### config.mk
export PLATFORM = sky130hd
export DESIGN_NAME = xorshift128plus_bounded_generator_top_flat
export DESIGN_NICKNAME = d
export VERILOG_FILES = /design/src/rtl/xs128_pkg.sv /design/src/rtl/xs128_if.sv /design/src/rtl/xs128_datapath.sv /design/src/rtl/xs128_ctrl.sv /design/src/rtl/xorshift128plus_bounded_generator_top.sv /design/src/flat_wrapper.sv
export SDC_FILE = /design/constraint.sdc
export NUM_CORES = 2
export LEC_CHECK = 0
export BUFFER_PORTS_ARGS = -buffer_cell sky130_fd_sc_hd__buf_2
export CORE_MARGIN = 2
export CORE_UTILIZATION = 50
export CTS_CLUSTER_SIZE = 8
export DETAILED_ROUTE_END_ITERATION = 10
export PLACE_DENSITY = 0.78
export SYNTH_ARGS = -nofsm -noshare
export SYNTH_HDL_FRONTEND = slang
export SYNTH_HIERARCHICAL = 1
export SYNTH_SLANG_ARGS = --single-unit
### constraint.sdc
create_clock -name clk -period 9.9 [get_ports clk]
set_input_delay 1.485 -clock clk [delete_from_list [all_inputs] [get_ports clk]]
set_output_delay 1.485 -clock clk [all_outputs]
set_load 0.005 [all_outputs]
### src/rtl/xs128_pkg.sv
// ----------------------------------------------------------------------------
// xs128_pkg
// types and constants of the xorshift128+ bounded generator
// ----------------------------------------------------------------------------
`timescale 1ns / 1ps

package xs128_pkg;

	localparam int unsigned CFG_IDX_W = 8;

	localparam logic [CFG_IDX_W-1:0] CFG_SEED  = 8'd0;
	localparam logic [CFG_IDX_W-1:0] CFG_RANGE = 8'd1;

	localparam logic [63:0] SEED_XOR_K = 64'hDEADBEEFCAFEBABE;
	localparam logic [63:0] SEED_MUL_K = 64'h2545F4914F6CDD1D;
	localparam logic [63:0] SEED_ADD_K = 64'h0123456789ABCDEF;
	localparam logic [63:0] SEED_RESET = 64'h00000100000001B3;
	localparam logic [31:0] RANGE_RESET = 32'd10000;

	localparam int unsigned SH_A = 23;
	localparam int unsigned SH_B = 17;
	localparam int unsigned SH_C = 26;

	function automatic logic [63:0] fix_first(input logic [63:0] first,
		input logic [63:0] second);
		if (first == 64'd0 && second == 64'd0) begin
			return 64'd1;
		end
		return first;
	endfunction

	localparam logic [63:0] RESET_SECOND_RAW = SEED_RESET * SEED_MUL_K;
	localparam logic [63:0] RESET_SECOND = RESET_SECOND_RAW ^ SEED_ADD_K;
	localparam logic [63:0] RESET_FIRST = fix_first(SEED_RESET ^ SEED_XOR_K, RESET_SECOND);

	typedef enum logic [1:0] {
		MUL_LO_LO = 2'd0,
		MUL_HI_LO = 2'd1,
		MUL_LO_HI = 2'd2
	} mul_sel_t;

	typedef struct packed {
		logic     mul_en;
		mul_sel_t mul_sel;
		logic     acc_load;
		logic     acc_add;
		logic     words_load;
		logic     step;
		logic     div_iter;
		logic     out_load;
	} xs_cmd_t;

	typedef struct packed {
		logic seed_wr;
		logic div_last;
	} xs_sts_t;

	typedef enum logic [8:0] {
		ST_IDLE     = 9'b000000001,
		ST_SEED_A   = 9'b000000010,
		ST_SEED_B   = 9'b000000100,
		ST_SEED_C   = 9'b000001000,
		ST_SEED_D   = 9'b000010000,
		ST_SEED_FIN = 9'b000100000,
		ST_STEP     = 9'b001000000,
		ST_DIV      = 9'b010000000,
		ST_DONE     = 9'b100000000
	} state_t;

endpackage

### src/rtl/xs128_if.sv
// ----------------------------------------------------------------------------
// xs128_if
// request and result channels of the generator
// ----------------------------------------------------------------------------
`timescale 1ns / 1ps

interface xs128_req_if;
	logic valid;
	logic ready;
	logic draw_request;

	modport source (output valid, output draw_request, input ready);
	modport sink (input valid, input draw_request, output ready);
endinterface

interface xs128_res_if;
	logic        valid;
	logic        ready;
	logic [63:0] raw_number;
	logic [31:0] bounded_number;

	modport source (output valid, output raw_number, output bounded_number, input ready);
	modport sink (input valid, input raw_number, input bounded_number, output ready);
endinterface

### src/rtl/xs128_datapath.sv
// ----------------------------------------------------------------------------
// xs128_datapath
// config registers, state words, seed multiplier, divider and result regs
// ----------------------------------------------------------------------------
`timescale 1ns / 1ps

module xs128_datapath
	import xs128_pkg::*;
(
	input  logic                 clk,
	input  logic                 arst_n,
	input  logic                 cfg_we,
	input  logic [CFG_IDX_W-1:0] cfg_index,
	input  logic [63:0]          cfg_wdata,
	input  xs_cmd_t              cmd,
	output xs_sts_t              sts,
	output logic [63:0]          raw_number,
	output logic [31:0]          bounded_number
);

	logic [63:0] seed_q;
	logic [31:0] range_q;
	logic [63:0] first_q;
	logic [63:0] second_q;
	logic [63:0] mul_q;
	logic [63:0] acc_q;
	logic [63:0] sum_q;
	logic [63:0] div_q;
	logic [31:0] rem_q;
	logic [5:0]  cnt_q;
	logic [63:0] raw_q;
	logic [31:0] bnd_q;

	logic [31:0] mul_a;
	logic [31:0] mul_b;
	logic [63:0] mul_p;
	logic [63:0] xa;
	logic [63:0] xb;
	logic [63:0] xn;
	logic [63:0] new_second;
	logic [32:0] rem_sh;
	logic [32:0] rem_diff;
	logic        seed_wr;
	logic        range_wr;

	assign seed_wr  = cfg_we && (cfg_index == CFG_SEED);
	assign range_wr = cfg_we && (cfg_index == CFG_RANGE);

	always_comb begin
		unique case (cmd.mul_sel)
			MUL_LO_LO: begin
				mul_a = seed_q[31:0];
				mul_b = SEED_MUL_K[31:0];
			end
			MUL_HI_LO: begin
				mul_a = seed_q[63:32];
				mul_b = SEED_MUL_K[31:0];
			end
			MUL_LO_HI: begin
				mul_a = seed_q[31:0];
				mul_b = SEED_MUL_K[63:32];
			end
			default: begin
				mul_a = 32'd0;
				mul_b = 32'd0;
			end
		endcase
	end

	assign mul_p      = {32'd0, mul_a} * {32'd0, mul_b};
	assign new_second = acc_q ^ SEED_ADD_K;

	assign xa = first_q ^ (first_q << SH_A);
	assign xb = xa ^ (xa >> SH_B);
	assign xn = xb ^ second_q ^ (second_q >> SH_C);

	assign rem_sh   = {rem_q, div_q[63]};
	assign rem_diff = rem_sh - {1'b0, range_q};

	always_ff @(posedge clk or negedge arst_n) begin
		if (!arst_n) begin
			seed_q   <= SEED_RESET;
			range_q  <= RANGE_RESET;
			first_q  <= RESET_FIRST;
			second_q <= RESET_SECOND;
		end else begin
			if (seed_wr) begin
				seed_q <= cfg_wdata;
			end
			if (range_wr) begin
				range_q <= (cfg_wdata[31:0] == 32'd0) ? 32'd1 : cfg_wdata[31:0];
			end
			if (cmd.words_load) begin
				first_q  <= fix_first(seed_q ^ SEED_XOR_K, new_second);
				second_q <= new_second;
			end else if (cmd.step) begin
				first_q  <= second_q;
				second_q <= xn;
			end
		end
	end

	// seed product mod 2^64 from three 32x32 partial products
	always_ff @(posedge clk) begin
		if (cmd.mul_en) begin
			mul_q <= mul_p;
		end
		if (cmd.acc_load) begin
			acc_q <= mul_q;
		end else if (cmd.acc_add) begin
			acc_q[63:32] <= acc_q[63:32] + mul_q[31:0];
		end
	end

	// restoring division, one quotient bit per cycle
	always_ff @(posedge clk) begin
		if (cmd.step) begin
			sum_q <= xn + second_q;
			div_q <= xn + second_q;
			rem_q <= 32'd0;
			cnt_q <= 6'd0;
		end else if (cmd.div_iter) begin
			div_q <= {div_q[62:0], 1'b0};
			rem_q <= rem_diff[32] ? rem_sh[31:0] : rem_diff[31:0];
			cnt_q <= cnt_q + 6'd1;
		end
		if (cmd.out_load) begin
			raw_q <= sum_q;
			bnd_q <= rem_q;
		end
	end

	assign sts.seed_wr  = seed_wr;
	assign sts.div_last = (cnt_q == 6'd63);

	assign raw_number     = raw_q;
	assign bounded_number = bnd_q;

endmodule

### src/rtl/xs128_ctrl.sv
// ----------------------------------------------------------------------------
// xs128_ctrl
// sequencer for seeding, state step, division and result handoff
// ----------------------------------------------------------------------------
`timescale 1ns / 1ps

module xs128_ctrl
	import xs128_pkg::*;
(
	input  logic    clk,
	input  logic    arst_n,
	input  logic    req_valid,
	input  logic    req_draw,
	output logic    req_ready,
	output logic    res_valid,
	input  logic    res_ready,
	input  xs_sts_t sts,
	output xs_cmd_t cmd
);

	state_t state_q;
	state_t state_d;
	logic   out_valid_q;
	logic   out_free;

	assign out_free = !out_valid_q || res_ready;

	always_comb begin
		cmd       = '0;
		cmd.mul_sel = MUL_LO_LO;
		req_ready = 1'b0;
		state_d   = state_q;
		unique case (state_q)
			ST_IDLE: begin
				req_ready = !sts.seed_wr;
				if (req_valid && req_draw) begin
					state_d = ST_STEP;
				end
			end
			ST_SEED_A: begin
				cmd.mul_en = 1'b1;
				state_d    = ST_SEED_B;
			end
			ST_SEED_B: begin
				cmd.mul_en   = 1'b1;
				cmd.mul_sel  = MUL_HI_LO;
				cmd.acc_load = 1'b1;
				state_d      = ST_SEED_C;
			end
			ST_SEED_C: begin
				cmd.mul_en  = 1'b1;
				cmd.mul_sel = MUL_LO_HI;
				cmd.acc_add = 1'b1;
				state_d     = ST_SEED_D;
			end
			ST_SEED_D: begin
				cmd.acc_add = 1'b1;
				state_d     = ST_SEED_FIN;
			end
			ST_SEED_FIN: begin
				cmd.words_load = 1'b1;
				state_d        = ST_IDLE;
			end
			ST_STEP: begin
				cmd.step = 1'b1;
				state_d  = ST_DIV;
			end
			ST_DIV: begin
				cmd.div_iter = 1'b1;
				if (sts.div_last) begin
					state_d = ST_DONE;
				end
			end
			ST_DONE: begin
				if (out_free) begin
					cmd.out_load = 1'b1;
					req_ready    = !sts.seed_wr;
					state_d      = (req_valid && req_draw) ? ST_STEP : ST_IDLE;
				end
			end
			default: begin
				state_d = ST_IDLE;
			end
		endcase
		if (sts.seed_wr) begin
			state_d = ST_SEED_A;
		end
	end

	always_ff @(posedge clk or negedge arst_n) begin
		if (!arst_n) begin
			state_q     <= ST_IDLE;
			out_valid_q <= 1'b0;
		end else begin
			state_q <= state_d;
			if (cmd.out_load) begin
				out_valid_q <= 1'b1;
			end else if (res_ready) begin
				out_valid_q <= 1'b0;
			end
		end
	end

	assign res_valid = out_valid_q;

endmodule

### src/rtl/xorshift128plus_bounded_generator_top.sv
// ----------------------------------------------------------------------------
// xorshift128plus_bounded_generator_top: draw beat to result beat via STEP, DIV, DONE
// one draw at a time, paced by the 64-step restoring divider (one bit/cycle)
// seed write blocks requests in its own cycle and in SEED_A to SEED_FIN (shared multiplier)
// reset loads both state words from the reset seed at once, no clearing pass
// ----------------------------------------------------------------------------
`timescale 1ns / 1ps

module xorshift128plus_bounded_generator_top
	import xs128_pkg::*;
(
	input  logic                 clk,
	input  logic                 arst_n,
	xs128_req_if.sink            req,
	xs128_res_if.source          res,
	input  logic                 cfg_we,
	input  logic [CFG_IDX_W-1:0] cfg_index,
	input  logic [63:0]          cfg_wdata
);

	xs_cmd_t cmd;
	xs_sts_t sts;

	xs128_ctrl u_ctrl (
		.clk       (clk),
		.arst_n    (arst_n),
		.req_valid (req.valid),
		.req_draw  (req.draw_request),
		.req_ready (req.ready),
		.res_valid (res.valid),
		.res_ready (res.ready),
		.sts       (sts),
		.cmd       (cmd)
	);

	xs128_datapath u_datapath (
		.clk            (clk),
		.arst_n         (arst_n),
		.cfg_we         (cfg_we),
		.cfg_index      (cfg_index),
		.cfg_wdata      (cfg_wdata),
		.cmd            (cmd),
		.sts            (sts),
		.raw_number     (res.raw_number),
		.bounded_number (res.bounded_number)
	);

endmodule

### src/flat_wrapper.sv
// flat-port wrapper written by rule: the top's interface ports become plain ports
module xorshift128plus_bounded_generator_top_flat import xs128_pkg::*;
  (clk, arst_n, cfg_we, cfg_index, cfg_wdata, req_valid, req_draw_request, req_ready, res_valid, res_raw_number, res_bounded_number, res_ready);
  xs128_req_if req_i ();
  xs128_res_if res_i ();
  input  logic clk;
  input  logic arst_n;
  input  logic cfg_we;
  input  logic [CFG_IDX_W-1:0] cfg_index;
  input  logic [63:0] cfg_wdata;
  input wire logic [$bits(req_i.valid)-1:0] req_valid;
  input wire logic [$bits(req_i.draw_request)-1:0] req_draw_request;
  output wire logic [$bits(req_i.ready)-1:0] req_ready;
  output wire logic [$bits(res_i.valid)-1:0] res_valid;
  output wire logic [$bits(res_i.raw_number)-1:0] res_raw_number;
  output wire logic [$bits(res_i.bounded_number)-1:0] res_bounded_number;
  input wire logic [$bits(res_i.ready)-1:0] res_ready;
  assign req_i.valid = req_valid;
  assign req_i.draw_request = req_draw_request;
  assign req_ready = req_i.ready;
  assign res_valid = res_i.valid;
  assign res_raw_number = res_i.raw_number;
  assign res_bounded_number = res_i.bounded_number;
  assign res_i.ready = res_ready;
  xorshift128plus_bounded_generator_top u_core (.clk(clk), .arst_n(arst_n), .req(req_i), .res(res_i), .cfg_we(cfg_we), .cfg_index(cfg_index), .cfg_wdata(cfg_wdata));
endmodule
Word level (Yosys, flattened, before mapping)

Index checks and enable logic that the tools add are counted.

Input bits: 78
Bits in registers: 624

Eq/ne operators: 16
Reduce and logical (&&, ||, !) cells: 21
Bitwise logic cells: 6
Mux-type cells: 35
$add $sub $neg: 4
Multiply operators: 1

Operators by type and width:

| cell               | number |
|---|---|
| $mux 64            | 8 |
| $logic_not 64->1   | 2 |
| $mux 32            | 4 |
| $xor 64x64->64     | 2 |
| $pmux 9 s8         | 1 |
| $add 64x64->64     | 1 |
| $mul 32x32->64     | 1 |
| $pmux 32 s2        | 1 |
| $xor 64x38->64     | 1 |
| $xor 64x47->64     | 1 |
| $pmux 31 s2        | 1 |
| $not 46->46        | 1 |
| $mux 9             | 4 |
| $sub 33x32->33     | 1 |
| $add 32x32->32     | 1 |
| $logic_not 32->1   | 1 |
| $not 32->32        | 1 |
| $mux 1             | 13 |
| $eq 9x1->1 const B | 1 |
| $eq 9x2->1 const B | 1 |
| $eq 9x3->1 const B | 1 |
| $eq 9x4->1 const B | 1 |
| $eq 9x5->1 const B | 1 |
| $eq 9x6->1 const B | 1 |
| 22 further kinds   | 32 |

Depth between registers and ports, before layout

Depth in word-level cells: 7
Mapped depth: 37
Depth with buffers taken out: 34

Modules after synthesis

The synthesis kept the hierarchy.

By module, submodules not included:

| module         | cells an instance | sequential area each (um^2) | area each (um^2) | times used |
|---|---|---|---|---|
| xs128_datapath | 5,288             | 17,046.3                    | 56,530.5         | 1 |
| xs128_ctrl     | 79                | 251.5                       | 718.2            | 1 |

Worst setup path before layout

OpenSTA, ideal clock, no wires.

Path type: reg2reg
From: reg u_core.u_ctrl.state_q[4]
To: reg u_core.u_datapath.mul_q[59] (data pin)
Arrival time: 9.490 ns
Library setup time: 0.265 ns
Stages on the path, launching flop included: 34
Slack: 0.145 ns
Cell sequence: dfrtp_1 -> nor4_4 -> nand2_2 -> nor3_1 -> clkbuf_1 -> clkinv_1 -> nor2_1 -> clkbuf_1 -> buf_1 -> a22oi_1 -> nor2_1 -> fa_1 -> inv_1 -> fa_1 -> fa_1 -> fa_1 -> inv_1 -> fa_1 -> fa_1 -> fa_1 -> inv_1 -> fa_1 -> inv_1 -> ha_1 -> clkbuf_1 -> nand3_1 -> or4_1 -> or4_1 -> o2111ai_1 -> nand2_1 -> nor2_1 -> a41oi_1 -> o21ai_1 -> xor2_1

RTL lines:

| element                | line                  | text |
|---|---|---|
| start, declared        | xs128_ctrl.sv:21      | `state_t state_q;` |
| start signal, assigned | xs128_ctrl.sv:95      | `state_q <= state_d;` |
| end signal, assigned   | xs128_datapath.sv:106 | `mul_q <= mul_p;` |
| end, declared          | xs128_datapath.sv:25  | `logic [63:0] mul_q;` |

==> impl_metrics.py <==
metrics = {
    "finish": {
        "drive_gt1_share_pct": 13.7,
        "area_growth_pct": 10.7,
        "nets": 6864,
    },
    "cts": {
        "cts_buffers": 88,
        "clock_latency_ps": 680,
        "clock-sinks": 624,
        "root_buffer": "clkbuf_16",
        "cts_tree": "done",
        "htree_num_levels": 3,
        "cts_buffer_depth": 3,
        "clk_pin_slew_ps": 50,
    },
    "run_status": {
        "status": "finished, final reports clean",
    },
    "sta": {
        "finalWorstSetupSlack_ps": 274,
        "slew_headroom_pct": 27.6,
        "finalClockSkew_ps": 39.9,
        "drv_slew": 0,
        "hold_ws_ps": 396,
        "setup_tns_ps": 0,
        "fmax_mhz": 104,
        "setup_viol": 0,
        "fin_crit_sh_pct": 97.2,
        "worst_slew_pin_slew_ps": 1080,
        "hold_violations": 0,
        "layout_min_cycle_time_ps": 9630,
    },
    "hold_path": {
        "hold_path.startpoint": "u_core/u_datapath/acc_q[3]",
        "holdCritPathClass": "register to register",
        "hold-path-endpoint": "u_core/u_datapath/second_q[3]",
        "holdPathStages": 1,
    },
    "synthesis": {
        "yosys_warnings": 6,
        "synthArstFlopShare_pct": 37.5,
        "synth_cell_types": 110,
        "syn_nets": 6604,
        "synth_area_mm2": 0.0572,
        "synth_flop_cell": "edfxtp_1",
        "synth-edff-count": 352,
        "avgSynthCellArea_um2": 10.7,
        "ys_seq_elements": 624,
        "syn_inst": 5367,
        "ys_seq_area_share_pct": 30.2,
    },
    "global_route": {
        "grt_usage_pct": 32.6,
        "grt.overflow.total": 0,
        "antenna_found_initial": 12,
        "grt_pass1_vias": 42900,
        "grt_max_degree": 122,
        "grt_pass1_wl_um": 279000,
    },
    "route": {
        "drt_wl_total_um": 190000,
        "viasPerCell": 5.82,
        "wl_per_cell_um": 26.3,
        "drc": 0,
        "firstDrtPassIters": 8,
        "vias": 42000,
        "drtIter0Drc": 4047,
        "antenna_left": 0,
    },
    "critical_path": {
        "r2r-start": "u_core/u_ctrl/state_q[4]",
        "slowest_stage": "fa_1",
        "crit_buf_inv": 7,
        "end_kind": "register",
        "path_class": "register to register",
        "cp-start-kind": "register",
        "r2r_cells": 30,
        "critical_path.top_delay_family": "adder cells",
        "reg2reg_slack_ps": 270,
        "cp_max_fo": 26,
        "cpPeakStageDelay_ps": 680,
        "timing.rr.end": "u_core/u_datapath/mul_q[38]",
        "cpMostUsedCell": "fa_1",
        "crit_arrival_ps": 10060,
        "crit_required_ps": 10330,
    },
    "placed_design": {
        "post-place-ws_ps": -712,
        "gp_congestion": 1.10,
        "hpwl_um": 157000,
        "numPortBuffers": 175,
    },
    "power_and_ir_drop": {
        "ir_worst_vdd_mv": 0.300,
        "p_per_area_mw_per_mm2": 331,
        "leakage_uw": 0.0297,
        "finalPower_uw": 21000,
    },
    "floorplan": {
        "ios": 176,
        "rows": 124,
        "die_x_um": 342,
        "core_mm2": 0.114,
        "die_area_mm2": 0.117,
        "die_h_um": 342,
        "start_util_pct": 50.3,
    },
    "job": {
        "max-cap-violations": 0,
    },
}
==> how the worst max path moves through the flow <==
stage	startpoint	endpoint	slack (ps)	cells past startpoint
6_report	u_core/u_ctrl/state_q[4]	u_core/u_datapath/mul_q[38]	270	30
2_1_floorplan	u_core/u_ctrl/state_q[4]	u_core/u_datapath/mul_q[59]	150	33
3_3_place_gp	u_core/u_ctrl/state_q[4]	u_core/u_datapath/mul_q[59]	-700	29
3_5_place_dp	u_core/u_ctrl/state_q[4]	u_core/u_datapath/mul_q[59]	-710	29
4_1_cts	u_core/u_ctrl/state_q[4]	u_core/u_datapath/mul_q[59]	10	30
5_1_grt	u_core/u_ctrl/state_q[4]	u_core/u_datapath/mul_q[59]	-10	33
==> layer usage <==
metal	up-vias	GRT usage [%]	routed length (um)
li1	18500	-	-
met5	-	0	31
met1	21000	41.8	74000
met4	6	20.0	14100
met3	558	5.95	16000
met2	2022	51.5	85600
==> power breakdown <==
group / leakage, uW / internal [uW] / switching [uW]
Combinational: 0.0221 / 5250 / 8370
Clock: 0.00124 / 1710 / 1170
Sequential: 0.00637 / 3850 / 614
==> sequential cells by signal, indices dropped and copies added, names as in the netlist, 9 cells and up <==
| name | count |
|---|---|
| u_core/u_datapath/acc_q | 64 |
| u_core/u_datapath/div_q | 64 |
| u_core/u_datapath/first_q | 64 |
| u_core/u_datapath/mul_q | 64 |
| u_core/u_datapath/raw_number | 64 |
| u_core/u_datapath/second_q | 64 |
| u_core/u_datapath/seed_q | 64 |
| u_core/u_datapath/sum_q | 64 |
| u_core/u_datapath/bounded_number | 32 |
| u_core/u_datapath/range_q | 32 |
| u_core/u_datapath/rem_q | 32 |
| u_core/u_ctrl/state_q | 9 |
==> cell type report <==
type | count | area (um2)
well taps | 1512 | 1890
multi-input cells | 3590 | 35600
clock inverters | 8 | 153
fillers | 9827 | 50500
diodes | 9 | 22.5
flip-flops and latches | 624 | 17300
repair buffers | 336 | 2170
clock buffers | 156 | 2470
inverters | 987 | 3720
==> synthesized netlist by cell type, types with 7 or more instances <==
| cell type | n | area [um2] |
|---|---|---|
| buf_1 | 17 | 63.8 |
| or2_2 | 10 | 62.6 |
| o22ai_1 | 7 | 43.8 |
| o31ai_1 | 16 | 120 |
| o21ai_0 | 178 | 891 |
| nor2_1 | 220 | 826 |
| and3_1 | 21 | 131 |
| nor3_1 | 40 | 200 |
| nand3_1 | 59 | 295 |
| a22oi_1 | 25 | 188 |
| a211oi_1 | 98 | 736 |
| nand2b_1 | 20 | 125 |
| a31oi_1 | 27 | 169 |
| nor3b_1 | 9 | 67.6 |
| o21a_1 | 23 | 173 |
| dfxtp_1 | 38 | 761 |
| nor2b_1 | 79 | 494 |
| ha_1 | 552 | 6910 |
| nand4b_1 | 9 | 78.8 |
| a21oi_1 | 277 | 1390 |
| nand2_1 | 269 | 1010 |
| nand4_1 | 46 | 288 |
| o211ai_1 | 25 | 188 |
| and2_1 | 25 | 156 |
| buf_2 | 12 | 60.1 |
| o21bai_1 | 32 | 240 |
| o2111ai_1 | 11 | 96.3 |
| a311oi_1 | 7 | 61.3 |
| o211a_1 | 9 | 90.1 |
| a41oi_1 | 11 | 96.3 |
| xor2_1 | 109 | 955 |
| fa_1 | 607 | 12200 |
| clkbuf_1 | 124 | 465 |
| mux2_2 | 160 | 1800 |
| nor4_1 | 29 | 181 |
| inv_1 | 986 | 3700 |
| mux2i_1 | 87 | 871 |
| dfrtp_1 | 145 | 3630 |
| edfxtp_1 | 352 | 10600 |
| dfstp_2 | 89 | 2340 |
| a21o_1 | 88 | 661 |
| a21boi_0 | 12 | 90.1 |
| xnor2_1 | 273 | 2390 |
==> repair_timing <==
item,CTS,global route
pin swaps,0,3
resized for setup,9,32
setup buffers,3,16
endpoints found under the setup margin,19,23
gates cloned,0,0
hold buffers,0,0
==> cell usage in the layout, fill, tap and decap left out, types with 109 or more instances in the layout <==
cell        n
a21oi_1   272
xor2_1    109
o21ai_0   178
mux2_2    160
xnor2_1   273
nor2_1    216
buf_4     155
nand2_1   269
inv_1     978
edfxtp_1  352
dfrtp_1   145
ha_1      552
fa_1      607
buf_2     174
==> cells by family (layout without fill, tap and decap cells) <==
group | count (synthesis) | in the layout | synth area share [%]
AO/OA/AOI/OAI | 906 | 906 | 10.3
XOR/XNOR | 385 | 385 | 5.97
adder cells (fa/ha/maj) | 1159 | 1159 | 33.3
buffers and inverters | 1153 | 1487 | 7.82
flip-flops | 624 | 624 | 30.2
multiplexers | 248 | 248 | 4.69
other | 2 | 11 | 0.0131
AND/OR/NAND/NOR | 890 | 890 | 7.70
==> stage by stage <==
stage | util, % | instance area (um2) | instances
3_5_place_dp | 53.0 | 60400 | 7030
6_report | 55.6 | 63400 | 7222
5_1_grt | 55.6 | 63300 | 7214
4_1_cts | 55.4 | 63100 | 7197
3_3_place_gp | 53.0 | 60400 | 7030
2_1_floorplan | - | 57200 | 5367
Power figures use the tool's default switching activity.
